===== config.mk =====
export PLATFORM = sky130hd
export DESIGN_NAME = button_debounce_press_classifier_core
export DESIGN_NICKNAME = d
export VERILOG_FILES = /design/src/design/bdpc_pkg.sv /design/src/design/button_debounce_press_classifier_core.sv
export VERILOG_INCLUDE_DIRS = /design/src /design/src/design
export SDC_FILE = /design/constraint.sdc
export NUM_CORES = 1
export LEC_CHECK = 0
export BUFFER_PORTS_ARGS = -buffer_cell sky130_fd_sc_hd__buf_2
export CAP_MARGIN = 30
export CORE_ASPECT_RATIO = 1.25
export CORE_MARGIN = 4
export CORE_UTILIZATION = 35
export CTS_CLUSTER_SIZE = 10
export DETAILED_ROUTE_END_ITERATION = 10
export PLACE_DENSITY = 0.49
export SETUP_SLACK_MARGIN = 0.3
export SLEW_MARGIN = 10
export SYNTH_ARGS = -nofsm -noshare
export SYNTH_HDL_FRONTEND = slang
export SYNTH_SLANG_ARGS = --single-unit

===== constraint.sdc =====
create_clock -name clk -period 5.5 [get_ports clk]
set_input_delay 1.375 -clock clk [delete_from_list [all_inputs] [get_ports clk]]
set_output_delay 1.375 -clock clk [all_outputs]
set_load 0.02 [all_outputs]

===== src/design/assert_macros.svh =====
// Assertion helpers included by the classifier core RTL.
`ifndef ASSERT_MACROS_SVH
`define ASSERT_MACROS_SVH

// Same-cycle implication, disabled during reset.
`define ASSERT_IMPLY(label, clk, rst, a, b) \
  label: assert property (@(posedge clk) disable iff (rst) (a) |-> (b)) \
    else $error("assertion failed");

// Next-cycle implication, disabled during reset.
`define ASSERT_NEXT(label, clk, rst, a, b) \
  label: assert property (@(posedge clk) disable iff (rst) (a) |=> (b)) \
    else $error("assertion failed");

`endif


===== src/design/bdpc_pkg.sv =====
`default_nettype none

package bdpc_pkg;

  localparam int TIMER_WIDTH_DEF = 16;
  localparam int CFG_WIDTH       = 16;

  typedef logic [2:0] event_code_t;

  localparam event_code_t EV_NONE    = 3'd0;
  localparam event_code_t EV_PRESS   = 3'd1;
  localparam event_code_t EV_RELEASE = 3'd2;
  localparam event_code_t EV_SHORT   = 3'd3;
  localparam event_code_t EV_LONG    = 3'd4;

  // register indexes on the config port
  localparam logic REG_DEBOUNCE   = 1'b0;
  localparam logic REG_LONG_PRESS = 1'b1;

  localparam logic [CFG_WIDTH-1:0] DEBOUNCE_RESET   = 16'd20;
  localparam logic [CFG_WIDTH-1:0] LONG_PRESS_RESET = 16'd1000;

  // request kinds carried on s_tuser
  localparam logic REQ_TICK = 1'b0;
  localparam logic REQ_READ = 1'b1;

endpackage

`default_nettype wire


===== src/design/button_debounce_press_classifier_core.sv =====
// The result of an accepted input beat is registered onto m_* in the next cycle.
// Throughput: one beat per cycle while results are taken; the single state update path is the only loop.
// The output register frees s_tready whenever the result is taken or absent.
// Reset (rst, synchronous, active high): stable/raw levels released, counters
// cleared, press timer saturated, no pending event, thresholds 20 and 1000.
`default_nettype none
`include "assert_macros.svh"

module button_debounce_press_classifier_core
  import bdpc_pkg::*;
#(
  parameter int TIMER_WIDTH = TIMER_WIDTH_DEF
) (
  input  wire logic                 clk,
  input  wire logic                 rst,
  input  wire logic                 cfg_we,
  input  wire logic                 cfg_index,
  input  wire logic [CFG_WIDTH-1:0] cfg_wdata,
  input  wire logic                 s_tvalid,
  output logic                      s_tready,
  input  wire logic [7:0]           s_tdata,   // [0] raw_level, [7:1] zero
  input  wire logic                 s_tuser,   // [0] req_type
  output logic                      m_tvalid,
  input  wire logic                 m_tready,
  output logic [7:0]                m_tdata    // [2:0] event_code, [3] is_pressed
);

  localparam int CMP_W = (TIMER_WIDTH > CFG_WIDTH) ? TIMER_WIDTH : CFG_WIDTH;
  localparam logic [TIMER_WIDTH-1:0] TIMER_MAX = {TIMER_WIDTH{1'b1}};

  logic [CFG_WIDTH-1:0]   debounce_ticks;
  logic [CFG_WIDTH-1:0]   long_press_ticks;
  logic                   stable_level, stable_level_next;
  logic                   previous_raw, previous_raw_next;
  logic [TIMER_WIDTH-1:0] since_change, since_change_next;
  logic [TIMER_WIDTH-1:0] since_press, since_press_next;
  logic                   long_reported, long_reported_next;
  event_code_t            pending_code, pending_code_next;
  event_code_t            out_code, out_code_next;
  logic                   out_pressed;

  logic s_fire;
  logic raw;
  logic [CMP_W-1:0] sc_ext, sp_ext, db_ext, lp_ext;

  assign s_tready = !m_tvalid || m_tready;
  assign s_fire   = s_tvalid && s_tready;
  assign raw      = s_tdata[0];

  always_ff @(posedge clk) begin
    if (rst) begin
      debounce_ticks   <= DEBOUNCE_RESET;
      long_press_ticks <= LONG_PRESS_RESET;
    end else if (cfg_we) begin
      case (cfg_index)
        REG_DEBOUNCE:   debounce_ticks   <= cfg_wdata;
        REG_LONG_PRESS: long_press_ticks <= cfg_wdata;
        default: ;
      endcase
    end
  end

  assign db_ext = CMP_W'(debounce_ticks);
  assign lp_ext = CMP_W'(long_press_ticks);

  always_comb begin
    stable_level_next  = stable_level;
    previous_raw_next  = previous_raw;
    since_change_next  = since_change;
    since_press_next   = since_press;
    long_reported_next = long_reported;
    pending_code_next  = pending_code;
    out_code_next      = EV_NONE;
    sc_ext             = '0;
    sp_ext             = '0;

    if (s_tuser == REQ_TICK) begin
      if (since_change != TIMER_MAX) since_change_next = since_change + 1'b1;
      if (since_press != TIMER_MAX)  since_press_next  = since_press + 1'b1;
      if (raw != previous_raw) begin
        previous_raw_next = raw;
        since_change_next = '0;
      end
      sc_ext = CMP_W'(since_change_next);
      sp_ext = CMP_W'(since_press_next);
      if (raw != stable_level && sc_ext >= db_ext) begin
        stable_level_next = raw;
        if (raw) begin
          since_press_next   = '0;
          long_reported_next = 1'b0;
          pending_code_next  = EV_PRESS;
          sp_ext             = '0;
        end else if (!long_reported && sp_ext < lp_ext) begin
          pending_code_next = EV_SHORT;
        end else begin
          pending_code_next = EV_RELEASE;
        end
      end
      if (stable_level_next && !long_reported_next && sp_ext >= lp_ext) begin
        long_reported_next = 1'b1;
        pending_code_next  = EV_LONG;
      end
    end else begin
      out_code_next     = pending_code;
      pending_code_next = EV_NONE;
    end
  end

  always_ff @(posedge clk) begin
    if (rst) begin
      stable_level  <= 1'b0;
      previous_raw  <= 1'b0;
      since_change  <= '0;
      since_press   <= TIMER_MAX;
      long_reported <= 1'b0;
      pending_code  <= EV_NONE;
      m_tvalid      <= 1'b0;
    end else begin
      if (s_fire) begin
        stable_level  <= stable_level_next;
        previous_raw  <= previous_raw_next;
        since_change  <= since_change_next;
        since_press   <= since_press_next;
        long_reported <= long_reported_next;
        pending_code  <= pending_code_next;
        m_tvalid      <= 1'b1;
      end else if (m_tready) begin
        m_tvalid <= 1'b0;
      end
    end
  end

  // result payload, loaded only with an accepted beat
  always_ff @(posedge clk) begin
    if (s_fire) begin
      out_code    <= out_code_next;
      out_pressed <= stable_level_next;
    end
  end

  assign m_tdata = {4'b0000, out_pressed, out_code};

  `ASSERT_IMPLY(a_pending_legal, clk, rst, 1'b1, pending_code <= EV_LONG)
  `ASSERT_NEXT(a_read_clears, clk, rst, s_fire && s_tuser == REQ_READ,
               pending_code == EV_NONE)
  `ASSERT_IMPLY(a_press_clears_timer, clk, rst, $rose(stable_level), since_press == '0)
  `ASSERT_NEXT(a_tick_no_event, clk, rst, s_fire && s_tuser == REQ_TICK,
               out_code == EV_NONE && out_pressed == stable_level)

endmodule

`default_nettype wire

==> out/qor.csv <==
stage,metric,value,unit
sta,Final Hold Fails,0,
final_layout,"commonest non-fill, non-tap cell in the layout",nand2_1,
clocking,CTS tree,done,
grt,initial antenna violation count,0,
clocking,CTS root buf,clkbuf_16,
final_layout,FF/Latch Area,1550,µm²
outcome,run status,finished clean,
clocking,H-Tree Depth,3,
route,first-pass detailed-route iteration total,4,
synthesis,"Distinct cells, synth",68,
grt,largest net degree at the start of global routing,57,
final_layout,ant diodes,0,
die,Die X,114,µm
sta,Slew Limit Fails,0,
clocking,hold buffer count at CTS,0,
die,Initial Utilization,0.358,
route,vias per cell,5.20,
sta,Final Cycle Share,0.922,
worst_setup_path,crit path DAT,5.33,ns
sta,fmax,197,MHz
worst_setup_path,crit start category,flop,
synthesis,"EDFF count, synth",4,
job,max_cap viols,0,
final_layout,share of cells above drive strength 1,0.213,
clocking,Worst-Skew Late Latency,0.35,ns
final_layout,most frequent cells in the layout,"116 x nand2_1, 66 x dfxtp_1, 62 x a21oi_1",
place,# port buffers,29,
route,Final ANT Viol Nets,0,
sta,worst-margin pin slew,0.860,ns
grt,first-pass GRT wire length,21900,µm
worst_setup_path,Worst Setup End Kind,flop,
power,Final Total Pwr,1760,µW
clocking,CTS Buffer Depth,2,
sta,final setup violation count,0,
route,Initial DRC Count,243,
worst_hold_path,Worst Hold Class,flop to flop,
grt,GRT Util Overall,0.172,
synthesis,"Async S/R FF share, synth",0,
route,Routed WL per cell,15.4,µm
die,die height,141,µm
worst_setup_path,Setup CP Type,flop to flop,
power,P per Cell Area,290,nW/µm²
synthesis,Mapped Cells,630,
final_layout,area growth from synthesis to layout,22.4,%
place,DP HPWL,9920,µm
die,row count,48,
grt,total grt overflow,0,
die,core area,13800,µm²
clocking,Clock transition at path regs,0.06,ns
worst_setup_path,CP Max Fanout,6,
worst_setup_path,WP buf/inv,4,
route,DR vias,4525,
final_layout,Fill cells,1441,
power,Leakage Power,0.00254,µW
worst_setup_path,max incr delay on CP,0.41,ns
clocking,cts bufs inserted,9,
synthesis,yosys warns,0,
synthesis,Avg Inst Size Synth,7.85,µm²
sta,final setup TNS,0,ns
sta,RSZ-0062 raised after global routing,true,
worst_setup_path,cell family with most CP delay,simple AND/OR/NAND/NOR gates,
worst_setup_path,slowest CP cell,a2111o_1,
synthesis,Netlist Area Pre-Place,4950,µm²
final_layout,Nets,771,
die,I/O pins,41,
power,worst vdd ir,0.000141,V
final_layout,Multi-input gate area,3250,µm²
synthesis,ys flop type,dfxtp_1,
worst_setup_path,cell mode on critical path,buf_4,
route,DRT Wirelength,13400,µm
worst_setup_path,Crit path required time,5.76,ns
die,Die ar.,16100,µm²
grt,number of global-route vias before repair,4544,
clocking,CTS Sinks,75,
synthesis,Synth Register Bits,75,
sta,Final Skew,0.00907,ns
sta,Rel. slew slack,0.426,
synthesis,sequential cell area fraction in the yosys report,0.312,
sta,fin crit period,5.07,ns
route,DRC viols,0,
place,Final GP Congestion,0.834,
report_power, final:
group          internal, µW  switching (µW)  leakage, µW  total [µW]
Sequential              573            23.4     0.000623         596
Clock                   422             239     0.000159         661
Combinational           221             278      0.00176         498
Total                  1210             540      0.00254        1760
per-layer routing:
layer,global-route usage,vias up,part of all wire
met5,0,-,0
met4,0.0632,0,0.019
met3,0.0288,21,0.026
met2,0.334,59,0.55
met1,0.182,2137,0.41
li1,-,2308,-
sequential cells by signal (all words and copies together) (netlist names):
name / cells
db_ext: 16
long_press_ticks: 16
long_reported: 1
m_tvalid: 1
out_code: 3
out_pressed: 1
pending_code: 3
previous_raw: 1
since_change: 16
since_press: 16
stable_level: 1
cells in the mapped netlist, drive strengths merged (5+ instances only):
cell | count | area [µm²]
clkbuf | 17 | 65.1
nor2 | 42 | 160
and2 | 11 | 68.8
and3 | 11 | 80.1
ha | 49 | 613
buf | 16 | 103
a31oi | 5 | 31.3
o21ai | 25 | 136
nand3 | 18 | 95.1
a221o | 7 | 70.1
dfxtp | 71 | 1420
o211ai | 9 | 67.6
a21o | 8 | 60.1
nand2 | 118 | 443
nor2b | 13 | 81.3
xor2 | 13 | 121
nor3 | 7 | 40.0
nand4 | 15 | 100
inv | 42 | 158
xnor2 | 13 | 114
a21oi | 64 | 320
and4 | 6 | 55.1
a211oi | 6 | 55.1
worst paths after layout:
kind,end,startpoint,slack (ns),cells past startpoint
setup / recovery,pending_code[2],since_change[1],0.43,27
hold reg to reg,db_ext[6],db_ext[6],0.45,2
hold / removal,db_ext[6],db_ext[6],0.45,2
setup reg to reg,pending_code[2],since_change[1],0.43,27
repair_timing:
item	in CTS	in global routing
endpoints found under the setup margin	4	4
pin swaps	26	21
setup buffers	15	4
resized for setup	28	18
final cells by class:
type,count,area share
clock buffers,12,0.0424
well taps,175,0.0362
clock inverters,4,0.0120
multi-input cells,483,0.537
repair buffers,80,0.0903
flip-flops and latches,75,0.256
inverters,42,0.0269
through the flow:
step / hold slack [ns] / cell area (µm²) / utilization / cells / setup slack [ns]
floorplan: 0.436 / 4960 / - / 633 / 0.342
global placement: 0.449 / 5380 / 0.390 / 834 / -0.0160
detailed placement: 0.447 / 5390 / 0.390 / 835 / -0.00521
CTS: 0.455 / 5950 / 0.431 / 866 / 0.295
global route: 0.471 / 6050 / 0.438 / 871 / 0.214
finish: 0.454 / 6050 / 0.438 / 871 / 0.431
worst min-delay path, stage by stage (launching register included):
cell and delay [ns]:
dfxtp_1 0.31, nand2_1 0.05, a21oi_1 0.05
logic make-up after synthesis:
| family | after synthesis | synth area share |
|---|---|---|
| AND/OR/NAND/NOR | 256 | 0.249 |
| AO/OA/AOI/OAI | 144 | 0.193 |
| flip-flops | 75 | 0.312 |
| buffers and inverters | 75 | 0.0658 |
| adder cells (fa/ha/maj) | 49 | 0.124 |
| XOR/XNOR | 26 | 0.0475 |
| multiplexers | 4 | 0.00809 |
| other | 1 | 0.000758 |
Note: power is estimated with default switching activity, not from simulation.
